## config.mk

```make
export PLATFORM = sky130hd
export DESIGN_NAME = serial_motor_command_decoder_top_flat
export DESIGN_NICKNAME = d
export VERILOG_FILES = /design/src/smcd_pkg.sv /design/src/smcd_if.sv /design/src/smcd_parser.sv /design/src/smcd_mixer.sv /design/src/serial_motor_command_decoder_top.sv /design/src/flat_wrapper.sv
export SDC_FILE = /design/constraint.sdc
export NUM_CORES = 1
export LEC_CHECK = 0
export BUFFER_PORTS_ARGS = -buffer_cell sky130_fd_sc_hd__buf_2
export CAP_MARGIN = 20
export CELL_PAD_IN_SITES_DETAIL_PLACEMENT = 1
export CELL_PAD_IN_SITES_GLOBAL_PLACEMENT = 1
export CORE_AREA = 3 3 136 138
export DETAILED_ROUTE_END_ITERATION = 6
export DIE_AREA = 0 0 139 141
export PLACE_DENSITY_LB_ADDON = 0.3
export SLEW_MARGIN = 25
export SYNTH_ARGS = -nofsm -noshare
export SYNTH_HDL_FRONTEND = slang
export SYNTH_SLANG_ARGS = --single-unit
```

## constraint.sdc

```tcl
create_clock -name clock -period 5.3 [get_ports clock]
set_input_delay 0.265 -clock clock [delete_from_list [all_inputs] [get_ports clock]]
set_output_delay 0.265 -clock clock [all_outputs]
set_load 0.005 [all_outputs]
```

## src/smcd_pkg.sv

```systemverilog
// Package: shared constants, types and codes for the serial motor command decoder.
`timescale 1ns / 1ps

package smcd_pkg;

   localparam int LINE_CAPACITY = 40;
   localparam int CNT_W         = $clog2(LINE_CAPACITY);
   localparam logic [CNT_W-1:0] LINE_LIMIT = CNT_W'(LINE_CAPACITY - 1);

   localparam int BYTE_W  = 8;
   localparam int SPEED_W = 9;
   localparam int CODE_W  = 3;
   localparam int ACCUM_W = 9;

   localparam logic [ACCUM_W-1:0] ACCUM_SAT = 9'd256;
   localparam logic [7:0]         SPEED_MAX = 8'd255;

   localparam logic [BYTE_W-1:0] CH_NUL    = 8'd0;
   localparam logic [BYTE_W-1:0] CH_TAB    = 8'd9;
   localparam logic [BYTE_W-1:0] CH_LF     = 8'd10;
   localparam logic [BYTE_W-1:0] CH_VT     = 8'd11;
   localparam logic [BYTE_W-1:0] CH_FF     = 8'd12;
   localparam logic [BYTE_W-1:0] CH_CR     = 8'd13;
   localparam logic [BYTE_W-1:0] CH_SPACE  = 8'd32;
   localparam logic [BYTE_W-1:0] CH_PLUS   = 8'd43;
   localparam logic [BYTE_W-1:0] CH_MINUS  = 8'd45;
   localparam logic [BYTE_W-1:0] CH_ZERO   = 8'd48;
   localparam logic [BYTE_W-1:0] CH_NINE   = 8'd57;

   localparam logic [BYTE_W-1:0] ACT_FORWARD    = 8'd102; // f
   localparam logic [BYTE_W-1:0] ACT_BACKWARD   = 8'd98;  // b
   localparam logic [BYTE_W-1:0] ACT_LEFT       = 8'd108; // l
   localparam logic [BYTE_W-1:0] ACT_RIGHT      = 8'd114; // r
   localparam logic [BYTE_W-1:0] ACT_SPIN_LEFT  = 8'd101; // e
   localparam logic [BYTE_W-1:0] ACT_SPIN_RIGHT = 8'd113; // q
   localparam logic [BYTE_W-1:0] ACT_STOP       = 8'd115; // s

   typedef enum logic [CODE_W-1:0] {
      CMD_FORWARD    = 3'd0,
      CMD_BACKWARD   = 3'd1,
      CMD_LEFT       = 3'd2,
      CMD_RIGHT      = 3'd3,
      CMD_SPIN_LEFT  = 3'd4,
      CMD_SPIN_RIGHT = 3'd5,
      CMD_STOP       = 3'd6
   } cmd_code_type;

   typedef enum logic [2:0] {
      PH_SKIP   = 3'b001,
      PH_DIGITS = 3'b010,
      PH_DONE   = 3'b100
   } phase_type;

   // Parser to mixer: one completed line per transfer of a newline.
   typedef struct packed {
      logic              fire;
      logic              long_enough;
      logic [BYTE_W-1:0] action;
      logic [7:0]        speed;
   } line_cmd_type;

endpackage

```

## src/smcd_if.sv

```systemverilog
// Interfaces: request byte channel and response command channel.
`timescale 1ns / 1ps

interface smcd_req_if;
   import smcd_pkg::*;
   logic              valid;
   logic              ready;
   logic [BYTE_W-1:0] rx_byte;
   modport source (output valid, output rx_byte, input ready);
   modport sink   (input valid, input rx_byte, output ready);
endinterface

interface smcd_rsp_if;
   import smcd_pkg::*;
   logic                      valid;
   logic                      ready;
   logic [CODE_W-1:0]         command_code;
   logic signed [SPEED_W-1:0] drive_a_speed;
   logic signed [SPEED_W-1:0] drive_b_speed;
   logic signed [SPEED_W-1:0] drive_c_speed;
   logic signed [SPEED_W-1:0] drive_d_speed;
   modport source (output valid, output command_code, output drive_a_speed,
                   output drive_b_speed, output drive_c_speed, output drive_d_speed,
                   input ready);
   modport sink   (input valid, input command_code, input drive_a_speed,
                   input drive_b_speed, input drive_c_speed, input drive_d_speed,
                   output ready);
endinterface

```

## src/smcd_parser.sv

```systemverilog
// Line parser: input byte register and per-line decode state.
`timescale 1ns / 1ps

module smcd_parser (
   input  logic                  clock,
   input  logic                  reset,
   input  logic                  in_valid,
   input  logic [smcd_pkg::BYTE_W-1:0] in_byte,
   output logic                  in_ready,
   input  logic                  down_ready,
   output smcd_pkg::line_cmd_type line_cmd
);
   import smcd_pkg::*;

   logic              byte_valid_ff, byte_valid_in;
   logic [BYTE_W-1:0] byte_ff, byte_in;
   logic [CNT_W-1:0]  stored_count_ff, stored_count_in;
   logic [CNT_W-1:0]  text_length_ff, text_length_in;
   logic              text_ended_ff, text_ended_in;
   logic [BYTE_W-1:0] action_ff, action_in;
   phase_type         phase_ff, phase_in;
   logic              negative_ff, negative_in;
   logic [ACCUM_W-1:0] accum_ff, accum_in;

   logic              advance;
   logic              is_digit, is_blank, is_sign;
   logic [11:0]       accum_next;

   assign advance  = byte_valid_ff && down_ready;
   assign in_ready = !byte_valid_ff || down_ready;

   assign is_digit = (byte_ff >= CH_ZERO) && (byte_ff <= CH_NINE);
   assign is_blank = (byte_ff == CH_SPACE) || (byte_ff == CH_TAB) ||
                     (byte_ff == CH_VT) || (byte_ff == CH_FF);
   assign is_sign  = (byte_ff == CH_PLUS) || (byte_ff == CH_MINUS);
   assign accum_next = 12'(accum_ff) * 12'd10 + 12'(byte_ff - CH_ZERO);

   always_comb begin
      line_cmd.fire        = advance && (byte_ff == CH_LF);
      line_cmd.long_enough = text_length_ff >= CNT_W'(2);
      line_cmd.action      = action_ff;
      if (negative_ff) begin
         line_cmd.speed = 8'd0;
      end else if (accum_ff > ACCUM_W'(SPEED_MAX)) begin
         line_cmd.speed = SPEED_MAX;
      end else begin
         line_cmd.speed = accum_ff[7:0];
      end
   end

   always_comb begin
      byte_valid_in   = byte_valid_ff;
      byte_in         = byte_ff;
      stored_count_in = stored_count_ff;
      text_length_in  = text_length_ff;
      text_ended_in   = text_ended_ff;
      action_in       = action_ff;
      phase_in        = phase_ff;
      negative_in     = negative_ff;
      accum_in        = accum_ff;

      if (in_ready) begin
         byte_valid_in = in_valid;
         byte_in       = in_byte;
      end

      if (advance) begin
         if (byte_ff == CH_LF) begin
            stored_count_in = '0;
            text_length_in  = '0;
            text_ended_in   = 1'b0;
            action_in       = '0;
            phase_in        = PH_SKIP;
            negative_in     = 1'b0;
            accum_in        = '0;
         end else if (byte_ff != CH_CR && stored_count_ff < LINE_LIMIT) begin
            stored_count_in = stored_count_ff + CNT_W'(1);
            if (!text_ended_ff) begin
               if (byte_ff == CH_NUL) begin
                  text_ended_in = 1'b1;
               end else begin
                  text_length_in = text_length_ff + CNT_W'(1);
                  if (text_length_ff == '0) begin
                     action_in = byte_ff;
                  end else begin
                     case (phase_ff)
                        PH_SKIP: begin
                           if (is_sign) begin
                              negative_in = (byte_ff == CH_MINUS);
                              phase_in    = PH_DIGITS;
                           end else if (is_digit) begin
                              phase_in = PH_DIGITS;
                              accum_in = (accum_next > 12'(ACCUM_SAT)) ? ACCUM_SAT
                                                                       : accum_next[8:0];
                           end else if (!is_blank) begin
                              phase_in = PH_DONE;
                           end
                        end
                        PH_DIGITS: begin
                           if (is_digit) begin
                              accum_in = (accum_next > 12'(ACCUM_SAT)) ? ACCUM_SAT
                                                                       : accum_next[8:0];
                           end else begin
                              phase_in = PH_DONE;
                           end
                        end
                        default: phase_in = phase_ff;
                     endcase
                  end
               end
            end
         end
      end
   end

   always_ff @(posedge clock) begin
      if (reset) begin
         byte_valid_ff   <= 1'b0;
         stored_count_ff <= '0;
         text_length_ff  <= '0;
         text_ended_ff   <= 1'b0;
         action_ff       <= '0;
         phase_ff        <= PH_SKIP;
         negative_ff     <= 1'b0;
         accum_ff        <= '0;
      end else begin
         byte_valid_ff   <= byte_valid_in;
         stored_count_ff <= stored_count_in;
         text_length_ff  <= text_length_in;
         text_ended_ff   <= text_ended_in;
         action_ff       <= action_in;
         phase_ff        <= phase_in;
         negative_ff     <= negative_in;
         accum_ff        <= accum_in;
      end
      byte_ff <= byte_in;
   end

`ifndef SYNTHESIS
   a_text_within_stored: assert property (@(posedge clock) disable iff (reset)
      text_length_ff <= stored_count_ff) else $error("text length exceeds stored count");
   a_count_limit: assert property (@(posedge clock) disable iff (reset)
      stored_count_ff <= LINE_LIMIT) else $error("stored count past line limit");
   a_newline_clears: assert property (@(posedge clock) disable iff (reset)
      line_cmd.fire |=> (stored_count_ff == '0 && accum_ff == '0 && !negative_ff))
      else $error("line state not cleared after newline");
`endif

endmodule

```

## src/smcd_mixer.sv

```systemverilog
// Mixer: repeat filter, motor mixing table and response register.
`timescale 1ns / 1ps

module smcd_mixer (
   input  logic                   clock,
   input  logic                   reset,
   input  smcd_pkg::line_cmd_type line_cmd,
   output logic                   up_ready,
   smcd_rsp_if.source             rsp
);
   import smcd_pkg::*;

   logic                      out_valid_ff, out_valid_in;
   logic [CODE_W-1:0]         code_ff, code_in;
   logic signed [SPEED_W-1:0] a_ff, a_in, b_ff, b_in, c_ff, c_in, d_ff, d_in;
   logic [BYTE_W-1:0]         last_action_ff, last_action_in;
   logic [7:0]                last_speed_ff, last_speed_in;

   logic                      known, emit;
   cmd_code_type              code;
   logic signed [SPEED_W-1:0] s_pos, s_neg, q_pos, q_neg;
   logic signed [SPEED_W-1:0] a, b, c, d;

   assign up_ready = !out_valid_ff || rsp.ready;

   assign s_pos = $signed({1'b0, line_cmd.speed});
   assign s_neg = -s_pos;
   assign q_pos = $signed({3'b000, line_cmd.speed[7:2]});
   assign q_neg = -q_pos;

   always_comb begin
      known = 1'b1;
      code  = CMD_STOP;
      a = '0; b = '0; c = '0; d = '0;
      case (line_cmd.action)
         ACT_FORWARD:    begin code = CMD_FORWARD;    a = s_neg; b = s_neg; c = s_neg; d = s_pos; end
         ACT_BACKWARD:   begin code = CMD_BACKWARD;   a = s_pos; b = s_pos; c = s_pos; d = s_neg; end
         ACT_LEFT:       begin code = CMD_LEFT;       a = q_neg; b = q_neg; c = s_neg; d = s_pos; end
         ACT_RIGHT:      begin code = CMD_RIGHT;      a = s_neg; b = s_neg; c = q_neg; d = q_pos; end
         ACT_SPIN_LEFT:  begin code = CMD_SPIN_LEFT;  a = s_neg; b = s_pos; c = s_neg; d = s_pos; end
         ACT_SPIN_RIGHT: begin code = CMD_SPIN_RIGHT; a = s_pos; b = s_neg; c = s_pos; d = s_neg; end
         ACT_STOP:       begin code = CMD_STOP; end
         default:        known = 1'b0;
      endcase
   end

   assign emit = line_cmd.fire && line_cmd.long_enough && known &&
                 !(line_cmd.action == last_action_ff && line_cmd.speed == last_speed_ff);

   always_comb begin
      out_valid_in   = out_valid_ff && !rsp.ready;
      code_in        = code_ff;
      a_in = a_ff; b_in = b_ff; c_in = c_ff; d_in = d_ff;
      last_action_in = last_action_ff;
      last_speed_in  = last_speed_ff;
      if (emit) begin
         out_valid_in   = 1'b1;
         code_in        = code;
         a_in = a; b_in = b; c_in = c; d_in = d;
         last_action_in = line_cmd.action;
         last_speed_in  = line_cmd.speed;
      end
   end

   always_ff @(posedge clock) begin
      if (reset) begin
         out_valid_ff   <= 1'b0;
         last_action_ff <= ACT_STOP;
         last_speed_ff  <= 8'd0;
      end else begin
         out_valid_ff   <= out_valid_in;
         last_action_ff <= last_action_in;
         last_speed_ff  <= last_speed_in;
      end
      code_ff <= code_in;
      a_ff <= a_in;
      b_ff <= b_in;
      c_ff <= c_in;
      d_ff <= d_in;
   end

   assign rsp.valid         = out_valid_ff;
   assign rsp.command_code  = code_ff;
   assign rsp.drive_a_speed = a_ff;
   assign rsp.drive_b_speed = b_ff;
   assign rsp.drive_c_speed = c_ff;
   assign rsp.drive_d_speed = d_ff;

`ifndef SYNTHESIS
   a_stop_is_zero: assert property (@(posedge clock) disable iff (reset)
      (out_valid_ff && code_ff == CMD_STOP) |->
      (a_ff == '0 && b_ff == '0 && c_ff == '0 && d_ff == '0))
      else $error("stop command with nonzero speed");
   a_rise_from_line: assert property (@(posedge clock) disable iff (reset)
      $rose(out_valid_ff) |-> $past(line_cmd.fire))
      else $error("response without a decoded line");
   a_forward_matches_last: assert property (@(posedge clock) disable iff (reset)
      (out_valid_ff && code_ff == CMD_FORWARD) |->
      (d_ff == $signed({1'b0, last_speed_ff}) && last_action_ff == ACT_FORWARD))
      else $error("remembered command differs from response");
`endif

endmodule

```

## src/serial_motor_command_decoder_top.sv

```systemverilog
// Top level: serial motor command decoder.
`timescale 1ns / 1ps

// Takes one received character per transfer on req_ch and emits a four-motor
// speed command on rsp_ch when a newline completes a valid, changed command
// line ("f120", ...). A character is accepted every cycle while the input
// byte register is free to move on. The response becomes valid after the
// newline transfer: the character is first held in the input byte register
// and the decoded command is then loaded into the response register. The
// response register parts the two sides, but a character held in the input
// byte register only moves on when the response slot is empty or being
// drained, so input stalls while a response waits and rsp_ch.ready is low.
module serial_motor_command_decoder_top (
   input  logic        clock,
   input  logic        reset,
   smcd_req_if.sink    req_ch,
   smcd_rsp_if.source  rsp_ch
);
   import smcd_pkg::*;

   line_cmd_type line_cmd;
   logic         mixer_ready;

   smcd_parser u_parser (
      .clock      (clock),
      .reset      (reset),
      .in_valid   (req_ch.valid),
      .in_byte    (req_ch.rx_byte),
      .in_ready   (req_ch.ready),
      .down_ready (mixer_ready),
      .line_cmd   (line_cmd)
   );

   smcd_mixer u_mixer (
      .clock    (clock),
      .reset    (reset),
      .line_cmd (line_cmd),
      .up_ready (mixer_ready),
      .rsp      (rsp_ch)
   );

endmodule
```

## src/flat_wrapper.sv

```systemverilog
// flat-port wrapper written by rule: the top's interface ports become plain ports
module serial_motor_command_decoder_top_flat import smcd_pkg::*;
  (clock, reset, req_ch_valid, req_ch_rx_byte, req_ch_ready, rsp_ch_valid, rsp_ch_command_code, rsp_ch_drive_a_speed, rsp_ch_drive_b_speed, rsp_ch_drive_c_speed, rsp_ch_drive_d_speed, rsp_ch_ready);
  smcd_req_if req_ch_i ();
  smcd_rsp_if rsp_ch_i ();
  input  logic clock;
  input  logic reset;
  input wire logic [$bits(req_ch_i.valid)-1:0] req_ch_valid;
  input wire logic [$bits(req_ch_i.rx_byte)-1:0] req_ch_rx_byte;
  output wire logic [$bits(req_ch_i.ready)-1:0] req_ch_ready;
  output wire logic [$bits(rsp_ch_i.valid)-1:0] rsp_ch_valid;
  output wire logic [$bits(rsp_ch_i.command_code)-1:0] rsp_ch_command_code;
  output wire logic [$bits(rsp_ch_i.drive_a_speed)-1:0] rsp_ch_drive_a_speed;
  output wire logic [$bits(rsp_ch_i.drive_b_speed)-1:0] rsp_ch_drive_b_speed;
  output wire logic [$bits(rsp_ch_i.drive_c_speed)-1:0] rsp_ch_drive_c_speed;
  output wire logic [$bits(rsp_ch_i.drive_d_speed)-1:0] rsp_ch_drive_d_speed;
  input wire logic [$bits(rsp_ch_i.ready)-1:0] rsp_ch_ready;
  assign req_ch_i.valid = req_ch_valid;
  assign req_ch_i.rx_byte = req_ch_rx_byte;
  assign req_ch_ready = req_ch_i.ready;
  assign rsp_ch_valid = rsp_ch_i.valid;
  assign rsp_ch_command_code = rsp_ch_i.command_code;
  assign rsp_ch_drive_a_speed = rsp_ch_i.drive_a_speed;
  assign rsp_ch_drive_b_speed = rsp_ch_i.drive_b_speed;
  assign rsp_ch_drive_c_speed = rsp_ch_i.drive_c_speed;
  assign rsp_ch_drive_d_speed = rsp_ch_i.drive_d_speed;
  assign rsp_ch_i.ready = rsp_ch_ready;
  serial_motor_command_decoder_top u_core (.clock(clock), .reset(reset), .req_ch(req_ch_i), .rsp_ch(rsp_ch_i));
endmodule
```

==> run metrics <==
run status=completed; peak clock frequency supported by timing=about 0.27 GHz; wirelength, routed=between 15000 and 20000 microns; vias per cell=between 5 and 6; class of the tightest hold or removal check=in2reg; Slew HR=about 28%; antenna diode instance count=0; drt initial violations=192; cell with the most instances after synthesis=nor2_1; Slew Viols, Final=0; final sum of negative setup slack=0 ps; Residual DRC=0; Placed Cells=910; cell types with the highest counts after synthesis=nor2_1 (82), nand2_1 (63), dfxtp_1 (52); residual overflow from global routing=0; biggest area consumer among synthesized cells=edfxtp_1; final estimated routing congestion in global placement=0.8357; wire length of the first global-routing pass=roughly 27000 microns; average routed wire per standard cell=17.44 microns; Net Switching=362.4 uW; vertical die dimension=between 100 and 150 microns; antenna violations before repair=0; clock sink count=98; number of cells upsized or downsized after cts=0; num rows=48; share of synthesized area spent on multiplexers=2.505%; switching part of the total power=between 20% and 30%; CTS clk-pin slew, worst paths=around 70 ps; growth of design area from synthesis to finish=11.72%; synthesized area=about 6000 sq um; total power per unit cell area=roughly 220 nW/um^2; count of placed standard cells in the final layout, fillers left out=between 900 and 1000; buffers added on ports=between 50 and 60; detailed-route via count=just over 5000; Required @ worst endpoint=around 5300 ps; clock latency on the worst-skew pair=between 300 and 400 ps; first-pass detailed-route iteration total=4; HPWL after DPL=approximately 12000 microns; synthesized-area fraction occupied by xor and xnor cells=about 5.9%; count of nets after finishing=~740; fraction of power consumed by sequential logic=a little over half; part of the Yosys area used for sequential elements=between 40% and 50%; CTS tree=built; maximum number of pins on one net before global-route repair=43; maximum vdd drop=around 150 uV; peak per-stage delay on the critical path=approximately 800 ps; number of buffer and inverter instances along the worst setup path=1; initial cell density of the core=34.94%; Critical Path Slowest Stage Cell=a41oi_4; final critical-path required period=3709 ps; placeable core region=17300 sq um; clock network fraction of design power=around two fifths; number of distinct standard cells referenced by the synthesized netlist=72; final worst-path cycle share=69.99%; ys flop type=dfxtp_1; Synth Net Count=just over 700; cell family contributing the most delay on the critical path=compound AO/OA/AOI/OAI gates; number of storage elements in the synthesis netlist=98; number of buffers inserted by post-CTS setup repair=0; deepest clock path buffer count=2; kind of end point of the critical path=flip-flop; hold-fix buffers at CTS=0; Synth Area in Adders=7.495%; H-tree lvl count=3; ordered list of cells on the worst path=nor4_4, nand4_2, a2111oi_2, o21ai_1, a41oi_4, buf_4; total number of yosys warnings=0; Max Cap Violations=0; Die X=139 microns; Setup Viol. Count Final=0; layout filler cell count=2051; fraction of layout instances using a drive strength above 1=roughly an eighth; fraction of post-synthesis cell area in the top cell type by area=22.86%; Crit path arrival time=between 3000 and 4000 ps; overall fraction of global-route tracks in use=16.55%; Post-Synth Simple-Gate Area=a little over a fifth; maximum fanout count along the critical path=34; final hold viol count=0; setup repair after global routing missed its margin=false; number of enable-type register cells in the synthesized netlist=46; internal power summed over all cells=approximately 1200 uW; area enclosed by the die boundary=around 20000 sq um; vias in the first global route=between 5000 and 6000; post-synthesis cell count=659; number of nets still failing antenna checks after routing=0; transition time of the tightest slew-check pin=between 1000 and 1500 ps; CP startpoint kind=flip-flop; number of buffers created by CTS=9; io pins=53; Crit Path Category=reg2reg; share of flip-flops with an asynchronous set or reset after synthesis=0%; leading post-synthesis cells by cell area=edfxtp_1 (23%), dfxtp_1 (17%), ha_1 (6.8%), nor2_1 (5.1%), nand2_1 (3.9%); Synth Area in Compound Gates=approximately a fifth; mean instance size in the synthesized netlist=about 9.2 sq um; LEAKAGE=~0.0026 uW; Gate power share=7.0%; combinational family with the most area after synthesis=simple AND/OR/NAND/NOR gates; cell at the root of the clock tree=clkbuf_16; clock skew=about 11 ps
==> power by group through the flow <==
stage,clock network [uW],registers (uW),logic [uW]
after floorplan,0,819,91.5
after global placement,0,834,99.7
after detailed placement,0,835,105
after CTS,610,818,106
after global routing,644,820,118
final,592,819,105
==> worst register-to-register path: stages, from the launching register on <==
cell and delay, ps:
edfxtp_1 620, nor4_4 390, nand4_2 400, a2111oi_2 420, o21ai_1 190, a41oi_4 820
buf_4 510
==> placed cells by master, fill, tap and decap left out, drive strengths merged, types with 4 or more instances in the layout <==
master / n
o21a: 5
o31ai: 8
a21oi: 36
xor2: 16
nand3: 19
nand2: 63
nor3b: 5
a211oi: 7
mux2i: 14
ha: 33
a31oi: 5
a22oi: 10
o22a: 4
o221ai: 8
inv: 20
nand4: 7
nor2: 83
nor4: 5
nand2b: 13
nand3b: 5
xnor2: 25
o211ai: 11
o32ai: 4
or3: 4
edfxtp: 46
nor4bb: 6
dfxtp: 52
buf: 57
a21o: 9
clkbuf: 12
o21ai: 37
o21bai: 4
nor2b: 9
nor3: 20
==> worst paths after layout <==
kind | end | startpoint | cells after the start | slack (ps)
max | u_core.u_mixer.rsp.drive_c_speed[7] | u_core.u_parser.byte_ff[2] | 6 | 1590
min | u_core.u_parser.byte_ff[5] | req_ch_rx_byte[5] | 1 | 80
max reg2reg | u_core.u_mixer.rsp.drive_c_speed[7] | u_core.u_parser.byte_ff[2] | 6 | 1590
min reg2reg | u_core.u_parser.stored_count_ff[5] | u_core.u_parser.stored_count_ff[5] | 2 | 480
==> area by class of cell <==
class                           count  area, sq um  share of cell area (%)
Clock buffer                       12        236.5                   3.503
Timing Repair Buffer               57        297.8                   4.411
Sequential cell                    98         2422                   35.88
Multi-Input combinational cell    511         3421                   50.67
Clock inverter                      4        21.27                  0.3150
Inverter                           19        71.32                   1.056
Tap cell                          225        281.5                   4.170
==> cell families (layout without fill, tap and decap cells) <==
| family | Yosys count | count (layout) |
|---|---|---|
| AND/OR/NAND/NOR | 254 | 254 |
| AO/OA/AOI/OAI | 166 | 166 |
| flip-flops | 98 | 98 |
| buffers and inverters | 50 | 92 |
| XOR/XNOR | 41 | 41 |
| adder cells (fa/ha/maj) | 35 | 35 |
| multiplexers | 15 | 15 |
==> state kept, by name, indices dropped and copies added, names as in the netlist, 3 cells and up <==
register / count
u_core.u_parser.stored_count_ff: 6
u_core.u_parser.action_ff: 8
u_core.u_parser.byte_ff: 8
u_core.u_mixer.rsp.drive_d_speed: 8
u_core.u_mixer.rsp.drive_b_speed: 9
u_core.u_parser.text_length_ff: 6
u_core.u_mixer.last_action_ff: 8
u_core.u_mixer.rsp.command_code: 3
u_core.u_parser.phase_ff: 3
u_core.u_mixer.rsp.drive_a_speed: 9
u_core.u_parser.accum_ff: 9
u_core.u_mixer.rsp.drive_c_speed: 9
u_core.u_mixer.last_speed_ff: 8
==> metrics by stage <==
stage | util [%] | instance area, sq um | setup WS, ps | hold slack [ps] | total power (uW)
finish | 39.03 | 6751 | 1591 | 84.98 | 1516
detailed placement | 37.51 | 6489 | 1579 | 443.9 | 939.8
global placement | 37.46 | 6479 | 1610 | 441.0 | 933.7
global route | 39.03 | 6751 | 1253 | 70.27 | 1582
floorplan | - | 6043 | 2110 | 363.9 | 910.7
CTS | 39.00 | 6746 | 1547 | 74.81 | 1534
==> metal layers <==
| layer | GRT usage [%] | vias to the layer above | share of wire, % |
|---|---|---|---|
| met1 | 20.68 | 2469 | 46 |
| met2 | 29.33 | 87 | 49 |
| li1 | - | 2482 | - |
| met3 | 3.155 | 17 | 3.2 |
| met4 | 4.531 | 0 | 1.4 |
| met5 | 0 | - | 0 |
Power figures use the tool's default switching activity.
